$ cat config.mk
export PLATFORM = sky130hd
export DESIGN_NAME = heartbeat_vote_watchdog_supervisor
export DESIGN_NICKNAME = d
export VERILOG_FILES = /design/src/rtl/hbvws_pkg.sv /design/src/rtl/hbvws_core.sv /design/src/rtl/heartbeat_vote_watchdog_supervisor.sv
export SDC_FILE = /design/constraint.sdc
export NUM_CORES = 2
export LEC_CHECK = 0
export CAP_MARGIN = 20
export CORE_ASPECT_RATIO = 0.9
export CORE_UTILIZATION = 67
export DETAILED_ROUTE_END_ITERATION = 8
export DONT_BUFFER_PORTS = 1
export PLACE_DENSITY = 0.87
export SYNTH_ARGS = -nofsm -noshare
export SYNTH_HDL_FRONTEND = slang
export SYNTH_SLANG_ARGS = --single-unit
$ cat constraint.sdc
create_clock -name clk -period 16.2 [get_ports clk]
set_clock_uncertainty 0.05 [all_clocks]
set_input_delay 3.24 -clock clk [delete_from_list [all_inputs] [get_ports clk]]
set_output_delay 3.24 -clock clk [all_outputs]
set_load 0.03 [all_outputs]
$ cat src/rtl/hbvws_pkg.sv
// Shared types and constants for the heartbeat vote watchdog supervisor.
`default_nettype none

package hbvws_pkg;

	// Widths of the request fields and of the reported counters and ages.
	localparam int CMD_WIDTH          = 3;
	localparam int CFG_WIDTH          = 16;
	localparam int CFG_INDEX_WIDTH    = 2;
	localparam int REPORT_WIDTH       = 32;
	localparam int COUNT_WIDTH        = 32;
	localparam int TIME_WIDTH_DEFAULT = 32;

	// Reset values of the configuration registers.
	localparam logic [CFG_WIDTH-1:0] FEED_PERIOD_RESET  = 16'd250;
	localparam logic [CFG_WIDTH-1:0] STACK_PERIOD_RESET = 16'd1000;
	localparam logic [CFG_WIDTH-1:0] STALL_RESET        = 16'd1000;

	typedef enum logic [CFG_INDEX_WIDTH-1:0] {
		CFG_FEED_PERIOD  = 2'd0,
		CFG_STACK_PERIOD = 2'd1,
		CFG_STALL_LIMIT  = 2'd2
	} cfg_index_t;

	typedef enum logic [CMD_WIDTH-1:0] {
		CMD_TICK         = 3'd0,
		CMD_HEARTBEAT    = 3'd1,
		CMD_CONTROL      = 3'd2,
		CMD_ATTACH       = 3'd3,
		CMD_START        = 3'd4,
		CMD_STACK_ENABLE = 3'd5
	} cmd_t;

	typedef enum logic [1:0] {
		MODE_EARLY   = 2'd0,
		MODE_BOOT    = 2'd1,
		MODE_RUNNING = 2'd2,
		MODE_FATAL   = 2'd3
	} mode_t;

	typedef enum logic {
		FAULT_STACK = 1'b0,
		FAULT_STALL = 1'b1
	} fault_kind_t;

	// One result as it leaves the supervisor core.
	typedef struct packed {
		logic                    feed_pulse;
		logic                    fault_request;
		fault_kind_t             fault_kind;
		mode_t                   mode_now;
		logic [REPORT_WIDTH-1:0] feeds_done;
		logic [REPORT_WIDTH-1:0] votes_missed;
		logic                    guard_status;
		logic [REPORT_WIDTH-1:0] feed_age;
		logic [REPORT_WIDTH-1:0] foreground_age;
		logic [REPORT_WIDTH-1:0] control_age;
	} hbvws_result_t;

endpackage

`default_nettype wire

$ cat src/rtl/hbvws_core.sv
// Supervisor state, configuration registers and the per-request update logic.
`default_nettype none

module hbvws_core import hbvws_pkg::*; #(
	parameter int TIME_WIDTH = TIME_WIDTH_DEFAULT
) (
	input  wire logic                       clk,
	input  wire logic                       arst_n,
	input  wire logic                       cfg_we,
	input  wire logic [CFG_INDEX_WIDTH-1:0] cfg_index,
	input  wire logic [CFG_WIDTH-1:0]       cfg_data,
	input  wire logic                       step,
	input  wire logic [CMD_WIDTH-1:0]       step_cmd,
	input  wire logic                       step_good,
	output hbvws_result_t                   result
);

	typedef logic [TIME_WIDTH-1:0]  time_t;
	typedef logic [COUNT_WIDTH-1:0] count_t;

	logic [CFG_WIDTH-1:0] feed_period_q, stack_period_q, stall_limit_q;

	mode_t  mode_q, mode_d;
	logic   attached_q, attached_d;
	logic   stack_on_q, stack_on_d;
	logic   guard_q, guard_d;
	logic   fatal_q, fatal_d;
	time_t  time_q, time_d;
	time_t  last_vote_q, last_vote_d;
	time_t  last_stack_q, last_stack_d;
	time_t  last_ctrl_q, last_ctrl_d;
	time_t  last_fg_q, last_fg_d;
	time_t  last_feed_q, last_feed_d;
	count_t fg_count_q, fg_count_d;
	count_t ctrl_count_q, ctrl_count_d;
	count_t fed_fg_q, fed_fg_d;
	count_t fed_ctrl_q, fed_ctrl_d;
	count_t feed_total_q, feed_total_d;
	count_t missed_q, missed_d;

	logic        feed_ev, fault_ev;
	fault_kind_t kind_ev;
	logic        stack_due, vote_due, stall_due, stack_fault, guard_now;
	count_t      fg_inc;

	always_ff @(posedge clk or negedge arst_n) begin
		if (!arst_n) begin
			feed_period_q  <= FEED_PERIOD_RESET;
			stack_period_q <= STACK_PERIOD_RESET;
			stall_limit_q  <= STALL_RESET;
		end else if (cfg_we) begin
			case (cfg_index_t'(cfg_index))
				CFG_FEED_PERIOD:  feed_period_q  <= cfg_data;
				CFG_STACK_PERIOD: stack_period_q <= cfg_data;
				CFG_STALL_LIMIT:  stall_limit_q  <= cfg_data;
				default: ;
			endcase
		end
	end

	always_comb begin
		mode_d       = mode_q;
		attached_d   = attached_q;
		stack_on_d   = stack_on_q;
		guard_d      = guard_q;
		fatal_d      = fatal_q;
		time_d       = time_q;
		last_vote_d  = last_vote_q;
		last_stack_d = last_stack_q;
		last_ctrl_d  = last_ctrl_q;
		last_fg_d    = last_fg_q;
		last_feed_d  = last_feed_q;
		fg_count_d   = fg_count_q;
		ctrl_count_d = ctrl_count_q;
		fed_fg_d     = fed_fg_q;
		fed_ctrl_d   = fed_ctrl_q;
		feed_total_d = feed_total_q;
		missed_d     = missed_q;
		feed_ev      = 1'b0;
		fault_ev     = 1'b0;
		kind_ev      = FAULT_STACK;

		stack_due   = stack_on_q &&
			((time_q - last_stack_q) >= TIME_WIDTH'(stack_period_q));
		vote_due    = attached_q &&
			((time_q - last_vote_q) >= TIME_WIDTH'(feed_period_q));
		stall_due   = (time_q - last_ctrl_q) >= TIME_WIDTH'(stall_limit_q);
		stack_fault = stack_due && !step_good && !fatal_q;
		guard_now   = stack_due ? step_good : guard_q;
		fg_inc      = fg_count_q + 1'b1;

		if (step) begin
			case (cmd_t'(step_cmd))
				CMD_TICK: begin
					time_d = time_q + 1'b1;
				end
				CMD_HEARTBEAT: begin
					fg_count_d = fg_inc;
					last_fg_d  = time_q;
					guard_d    = guard_now;
					if (stack_due) begin
						last_stack_d = time_q;
					end
					// A stack fault ends the pass, so no vote follows it.
					if (stack_fault) begin
						fatal_d  = 1'b1;
						mode_d   = MODE_FATAL;
						fault_ev = 1'b1;
						kind_ev  = FAULT_STACK;
					end else if (vote_due) begin
						last_vote_d = time_q;
						if (mode_q == MODE_BOOT) begin
							feed_total_d = feed_total_q + 1'b1;
							last_feed_d  = time_q;
							feed_ev      = 1'b1;
						end else if (mode_q == MODE_RUNNING) begin
							if (stall_due && !fatal_q) begin
								missed_d = missed_q + 1'b1;
								fatal_d  = 1'b1;
								mode_d   = MODE_FATAL;
								fault_ev = 1'b1;
								kind_ev  = FAULT_STALL;
							end else if (fg_inc != fed_fg_q &&
								ctrl_count_q != fed_ctrl_q && guard_now) begin
								feed_total_d = feed_total_q + 1'b1;
								last_feed_d  = time_q;
								feed_ev      = 1'b1;
								fed_fg_d     = fg_inc;
								fed_ctrl_d   = ctrl_count_q;
							end else begin
								missed_d = missed_q + 1'b1;
							end
						end
					end
				end
				CMD_CONTROL: begin
					ctrl_count_d = ctrl_count_q + 1'b1;
					last_ctrl_d  = time_q;
				end
				CMD_ATTACH: begin
					if (!fatal_q) begin
						attached_d   = 1'b1;
						mode_d       = MODE_BOOT;
						last_vote_d  = time_q;
						last_feed_d  = time_q;
						feed_total_d = feed_total_q + 1'b1;
						feed_ev      = 1'b1;
					end
				end
				CMD_START: begin
					if (!fatal_q) begin
						mode_d      = MODE_RUNNING;
						fed_fg_d    = fg_count_q;
						fed_ctrl_d  = ctrl_count_q;
						last_fg_d   = time_q;
						last_ctrl_d = time_q;
						last_vote_d = time_q;
						if (attached_q) begin
							feed_total_d = feed_total_q + 1'b1;
							last_feed_d  = time_q;
							feed_ev      = 1'b1;
						end
					end
				end
				CMD_STACK_ENABLE: begin
					stack_on_d   = 1'b1;
					guard_d      = step_good;
					last_stack_d = time_q;
				end
				default: ;
			endcase
		end

		result.feed_pulse     = feed_ev;
		result.fault_request  = fault_ev;
		result.fault_kind     = kind_ev;
		result.mode_now       = mode_d;
		result.feeds_done     = REPORT_WIDTH'(feed_total_d);
		result.votes_missed   = REPORT_WIDTH'(missed_d);
		result.guard_status   = guard_d;
		result.feed_age       = REPORT_WIDTH'(time_t'(time_d - last_feed_d));
		result.foreground_age = REPORT_WIDTH'(time_t'(time_d - last_fg_d));
		result.control_age    = REPORT_WIDTH'(time_t'(time_d - last_ctrl_d));
	end

	always_ff @(posedge clk or negedge arst_n) begin
		if (!arst_n) begin
			mode_q       <= MODE_EARLY;
			attached_q   <= 1'b0;
			stack_on_q   <= 1'b0;
			guard_q      <= 1'b1;
			fatal_q      <= 1'b0;
			time_q       <= '0;
			last_vote_q  <= '0;
			last_stack_q <= '0;
			last_ctrl_q  <= '0;
			last_fg_q    <= '0;
			last_feed_q  <= '0;
			fg_count_q   <= '0;
			ctrl_count_q <= '0;
			fed_fg_q     <= '0;
			fed_ctrl_q   <= '0;
			feed_total_q <= '0;
			missed_q     <= '0;
		end else begin
			mode_q       <= mode_d;
			attached_q   <= attached_d;
			stack_on_q   <= stack_on_d;
			guard_q      <= guard_d;
			fatal_q      <= fatal_d;
			time_q       <= time_d;
			last_vote_q  <= last_vote_d;
			last_stack_q <= last_stack_d;
			last_ctrl_q  <= last_ctrl_d;
			last_fg_q    <= last_fg_d;
			last_feed_q  <= last_feed_d;
			fg_count_q   <= fg_count_d;
			ctrl_count_q <= ctrl_count_d;
			fed_fg_q     <= fed_fg_d;
			fed_ctrl_q   <= fed_ctrl_d;
			feed_total_q <= feed_total_d;
			missed_q     <= missed_d;
		end
	end

endmodule

`default_nettype wire

$ cat src/rtl/heartbeat_vote_watchdog_supervisor.sv
// Top level of the heartbeat vote watchdog supervisor: handshakes and stage registers.
`default_nettype none

// Channel   Handshake               Payload
// input     in_valid / in_stall     command, stack_guard_good
// output    out_valid / out_stall   feed_pulse .. control_age
// config    cfg_we                  cfg_index, cfg_data
//
// Each request is captured in the input register, updates the supervisor
// state combinationally and lands in the result register; a stall on the
// output can hold it in the input register in between. One request per
// cycle is sustained while out_stall stays low. The state update is a
// single pass of compares, adds and 32-bit increments.
// Reset clears all state to early mode with a healthy guard and loads the
// default periods. A stalled result holds in the result register while one
// more request waits in the input register; only when both are full does
// in_stall rise.

module heartbeat_vote_watchdog_supervisor import hbvws_pkg::*; #(
	parameter int TIME_WIDTH = TIME_WIDTH_DEFAULT
) (
	input  wire logic                       clk,
	input  wire logic                       arst_n,
	input  wire logic                       cfg_we,
	input  wire logic [CFG_INDEX_WIDTH-1:0] cfg_index,
	input  wire logic [CFG_WIDTH-1:0]       cfg_data,
	input  wire logic                       in_valid,
	output logic                            in_stall,
	input  wire logic [CMD_WIDTH-1:0]       command,
	input  wire logic                       stack_guard_good,
	output logic                            out_valid,
	input  wire logic                       out_stall,
	output logic                            feed_pulse,
	output logic                            fault_request,
	output logic                            fault_kind,
	output logic [1:0]                      mode_now,
	output logic [REPORT_WIDTH-1:0]         feeds_done,
	output logic [REPORT_WIDTH-1:0]         votes_missed,
	output logic                            guard_status,
	output logic [REPORT_WIDTH-1:0]         feed_age,
	output logic [REPORT_WIDTH-1:0]         foreground_age,
	output logic [REPORT_WIDTH-1:0]         control_age
);

	logic                 valid_s1;
	logic [CMD_WIDTH-1:0] cmd_s1;
	logic                 good_s1;
	logic                 out_valid_q;
	hbvws_result_t        result_q;
	hbvws_result_t        result;
	logic                 advance;
	logic                 accept;
	logic                 step;

	// The input register moves on whenever the result register is free or
	// is being emptied in this cycle.
	assign advance  = !out_valid_q || !out_stall;
	assign in_stall = valid_s1 && !advance;
	assign accept   = in_valid && !in_stall;
	assign step     = valid_s1 && advance;

	hbvws_core #(
		.TIME_WIDTH (TIME_WIDTH)
	) u_core (
		.clk       (clk),
		.arst_n    (arst_n),
		.cfg_we    (cfg_we),
		.cfg_index (cfg_index),
		.cfg_data  (cfg_data),
		.step      (step),
		.step_cmd  (cmd_s1),
		.step_good (good_s1),
		.result    (result)
	);

	always_ff @(posedge clk or negedge arst_n) begin
		if (!arst_n) begin
			valid_s1    <= 1'b0;
			out_valid_q <= 1'b0;
		end else begin
			valid_s1    <= accept || (valid_s1 && !advance);
			out_valid_q <= step || (out_valid_q && out_stall);
		end
	end

	// Payload registers carry no reset; their valid bits guard them.
	always_ff @(posedge clk) begin
		if (accept) begin
			cmd_s1  <= command;
			good_s1 <= stack_guard_good;
		end
		if (step) begin
			result_q <= result;
		end
	end

	assign out_valid      = out_valid_q;
	assign feed_pulse     = result_q.feed_pulse;
	assign fault_request  = result_q.fault_request;
	assign fault_kind     = result_q.fault_kind;
	assign mode_now       = result_q.mode_now;
	assign feeds_done     = result_q.feeds_done;
	assign votes_missed   = result_q.votes_missed;
	assign guard_status   = result_q.guard_status;
	assign feed_age       = result_q.feed_age;
	assign foreground_age = result_q.foreground_age;
	assign control_age    = result_q.control_age;

endmodule

`default_nettype wire
* Yosys cells after proc, flatten, opt, wreduce, memory -nomap -nowiden *
Cells that the tools add are included.

cells by class
  reductions and logical operators = 41
  add/subtract/negate cells = 11
  muxes and demuxes = 92
  magnitude comparators = 3
  bitwise logic cells = 2
  eq/ne operators = 21

operators with widths
  cell                                                  number
  2-to-1 mux 32 bit                                     52
  case mux 32 bit (2 select lines)                      6
  case mux 32 bit (3 select lines)                      2
  subtractor 32 bit                                     6
  adder 32 x 1 -> 32 bit (second input constant)        5
  >= comparator 32 x 16 -> 1 bit                        3
  != test 32 bit                                        2
  2-to-1 mux 1 bit                                      21
  2-to-1 mux 2 bit                                      8
  AND reduction 2 bit                                   6
  nonzero test 2 bit                                    6
  logical AND 1 bit                                     11
  != test 2 x 1 -> 1 bit (second input constant)        5
  != test 2 bit (second input constant)                 5
  AND reduction 9 bit                                   1
  equality test 3 x 2 -> 1 bit (second input constant)  2
  equality test 3 bit (second input constant)           2
  zero test 1 bit                                       6
  case mux 2 bit (3 select lines)                       1
  AND reduction 3 bit                                   2
  AND reduction 6 bit                                   1
  AND reduction 5 bit                                   1
  equality test 2 x 1 -> 1 bit (second input constant)  2
  equality test 2 bit (second input constant)           2
  8 further kinds                                       12

word-level totals
  output and inout port bits = 168
  bits in registers = 610
  bits of input ports = 27
  logic and storage cells = 204

* Logic depth before layout (Yosys ltp) *
  depth in word-level cells = 14
  depth in mapped cells = 44
  gate-level depth less buffers = 42

* Cells and area by module *
Synthesis repeated with hierarchy kept, for this count alone.

unflattened totals
  cell total of the unflattened synthesis = 3623
  area total of the unflattened synthesis = 36660.2 µm²

by module, submodules not included
  module                              sequential area each (µm²)  area each (µm²)  times used  cells an instance
  hbvws_core                          10984.3                     31462.7          1           3445
  heartbeat_vote_watchdog_supervisor  5154.9                      5197.5           1           178

* Worst setup path after synthesis *
Ideal clock, no wire load.

  path kind = input to register
  start = in out_stall
  end = reg result_q, in the netlist feed_age[31] (data pin)
  path slack = 3.920 ns
  data arrival time = 12.068 ns
  cell stages on the path = 22
  path buffers = 2
  setup time = 0.162 ns
  data required time = 15.988 ns
  path through = nand2_1 > nand2_1 > clkinv_1 > o21ai_0 > clkbuf_1 > clkbuf_1 > a21oi_1 > o2bb2ai_1 > ha_1 > nor2b_1 > o2111ai_1 > nand3b_1 > a31o_2 > a21oi_1 > o311ai_0 > o311a_1 > a2111oi_0 > o31ai_1 > o41ai_1 > o21ai_0 > or4_1 > o2111ai_1

RTL lines
  element               line                                      text
  from (decl)           heartbeat_vote_watchdog_supervisor.sv:32  input wire logic out_stall,
  to (signal assigned)  heartbeat_vote_watchdog_supervisor.sv:93  result_q <= result;
  to (decl)             heartbeat_vote_watchdog_supervisor.sv:49  hbvws_result_t result_q;

==> impl_metrics.toml <==
[logic_synthesis]
syn_inst = 3607
synthDistinctLibCells = 95
yosys-top-cells-count = "421 x dfrtp_1, 304 x inv_1, 274 x nand2_1"
async_flop_share = 0.721
syn_area_mm2 = 0.0367
ys.flop_type = "dfrtp_1"
yosysTopAreaCellShare = 0.287
syn_nets = 3879
synth_area_leaders = "dfrtp_1 29%, edfxtp_1 14%, ha_1 8.1%"
ys_seq_area_frac = 0.439
yosysWarnings = 0
synth_edf_count = 170
avgSynthCellArea_um2 = 10.2
yosys.area.top_type = "dfrtp_1"
ys_ff_latch = 610
synthMostInstantiatedCell = "dfrtp_1"

[setup_path]
max_stage_delay_ps = 810
worstPathMaxFanout = 17
worstSetupPathType = "flip-flop to flip-flop"
crit_path_top_delay_cell = "a2111oi_0"
start_kind = "flip-flop"
path_delay_family = "compound AO/OA/AOI/OAI gates"
crit_required_ps = 16620
worst_ep_arrival_time_ps = 12060
crit_buf_inv = 0
end_kind = "flip-flop"

[clock_network]
cts-root-buf = "clkbuf_16"
cts.sinks = 610
numCtsBuffers = 61
postCtsSetupBuffers = 0
cts_hold_buf = 0
cts_resized = 0
clock_latency_ps = 640
cts_tree = "done"
h-tree-depth = 2
clk_pin_slew_worst_paths_ps = 70
clockBufferDepth = 3

[floorplan]
core_mm2 = 0.0542
dieHeight_um = 224
die_area_mm2 = 0.0558
rows = 81
start_util = 0.677
ios = 195
die_x_um = 249

[final_layout]
drive_above_1_share = 0.0975
final_cell_area_mm2 = 0.0395
nNetsFinal = 3828
n_antenna_cell = 0
areaGrowthSynthToFinish_pct = 7.53

[timing]
period_share = 0.719
min_period_ps = 11650
relSlewSlack = 0.266
hold_slack_ps = 420
finalSetupTns_ps = 0
worstMarginPinSlew_ps = 1100
finalSetupViolCount = 0
rsz0062_at_grt = "no"
maxSlewViolCount = 0
hold_viol = 0
fmax_mhz = 85.9

[power]
power_mw = 6.30
power.density_mw_per_mm2 = 160
peakVddDrop_mv = 0.164
static-leakage-power_nw = 18.9

[detailed_routing]
drtIter0Drc = 2412
postRouteAntennaNets = 0
wire_per_inst_um = 20.4
drc_errors = 0
via_count = 27238
wl_um = 88000
via_per_inst = 6.31
dr.pass1.iters = 6

[placement]
gp_congestion = 0.979
numPortBuffers = 0
dpl-instance-area_mm2 = 0.0373
hpwlAfterDp_um = 61700

[flow_run]
cap_viol_max_count = 0

[grt]
grt_max_degree = 441
antenna_found_initial = 1
grt_pass1_wl_um = 141000
grt_pass1_vias = 26324
grt_overflow_total = 0
grt_usage = 0.314

[status]
outcome = "finished clean"

[worst_hold_path]
hold_path.class = "flip-flop to flip-flop"
## metal layers
layer / global-route usage / share of wire / up-vias
li1: - / - / 12631
met1: 0.442 / 0.44 / 13358
met2: 0.502 / 0.46 / 1083
met3: 0.0466 / 0.071 / 166
met4: 0.101 / 0.028 / 0
met5: 0 / 0 / -
## flip-flops by register name, summed over array words and instances (netlist names), 2 cells and up
register	flops
u_core.stack_period_q	16
u_core.fed_fg_q	32
u_core.last_vote_q	32
foreground_age	32
mode_now	2
u_core.fg_count_q	32
u_core.last_stack_q	32
u_core.ctrl_count_q	32
u_core.time_q	32
u_core.stall_limit_q	16
u_core.last_ctrl_q	32
u_core.feed_total_q	32
u_core.feed_period_q	16
u_core.mode_q	2
u_core.last_feed_q	32
votes_missed	32
u_core.last_fg_q	32
u_core.fed_ctrl_q	32
cmd_s1	3
u_core.missed_q	32
feeds_done	32
feed_age	32
control_age	32
## placed cells by master (no fill, tap or decap), types with 70 or more instances in the layout
master    count
dfrtp_1     421
inv_1       304
nand2_1     274
ha_1        239
nor2_1      202
xnor2_1     202
xor2_1      191
a21oi_1     186
edfxtp_1    170
o21ai_0     169
nand3_1     107
mux2_2       96
a21o_1       70
## path summary, 6_finish.rpt
kind / startpoint / endpoint / slack [ps] / cells after the start
setup / recovery: u_core.time_q[5] / feed_age[31] / 4550 / 36
hold / removal: u_core.feed_total_q[31] / u_core.feed_total_q[31] / 420 / 1
setup reg to reg: u_core.time_q[5] / feed_age[31] / 4550 / 36
hold reg to reg: u_core.feed_total_q[31] / u_core.feed_total_q[31] / 420 / 1
max in group asynchronous: arst_n / u_core.last_fg_q[26] / 12980 / 0
min in group asynchronous: arst_n / u_core.last_fg_q[1] / 2280 / 0
## final cells by class
class	instances	area, um2
multi-input combinational	2558	18900
sequential	610	16100
fill	3573	14700
clock buffer	73	1700
inverter	306	1150
tap	705	882
clock inverter	43	536
timing repair buffer	19	163
## kinds of logic (layout without fill, tap and decap cells)
logic type	count (synthesis)	after routing	synth area share
AO/OA/AOI/OAI	688	688	0.122
XOR/XNOR	395	395	0.0950
adder cells (fa/ha/maj)	245	245	0.0847
buffers and inverters	439	441	0.0467
flip-flops	610	610	0.439
multiplexers	237	237	0.0771
AND/OR/NAND/NOR	993	993	0.135
## worst register-to-register path: cells and delay by family (launching register included)
family | cells | cell delay [ps]
compound gates | 20 | 5910
xor+xnor | 1 | 170
fa+ha+maj | 3 | 980
flops | 1 | 590
mux | 1 | 210
simple gates | 11 | 3570
## metrics by stage
step           utilization  cells  setup WS (ps)
2_1_floorplan            -   3607           3920
3_3_place_gp         0.687   4197           5130
3_5_place_dp         0.687   4198           4980
4_1_cts              0.728   4314           4800
5_1_grt              0.728   4314           3900
6_report             0.728   4314           4550
## power by group
part	leakage (nW)	switching, mW	internal (mW)	total (mW)
combinational	10.3	1.41	1.07	2.48
sequential	7.53	0.362	1.90	2.26
clock	1.07	0.647	0.914	1.56
total	18.9	2.42	3.88	6.30
No activity file was read; power rests on OpenSTA's default activity.
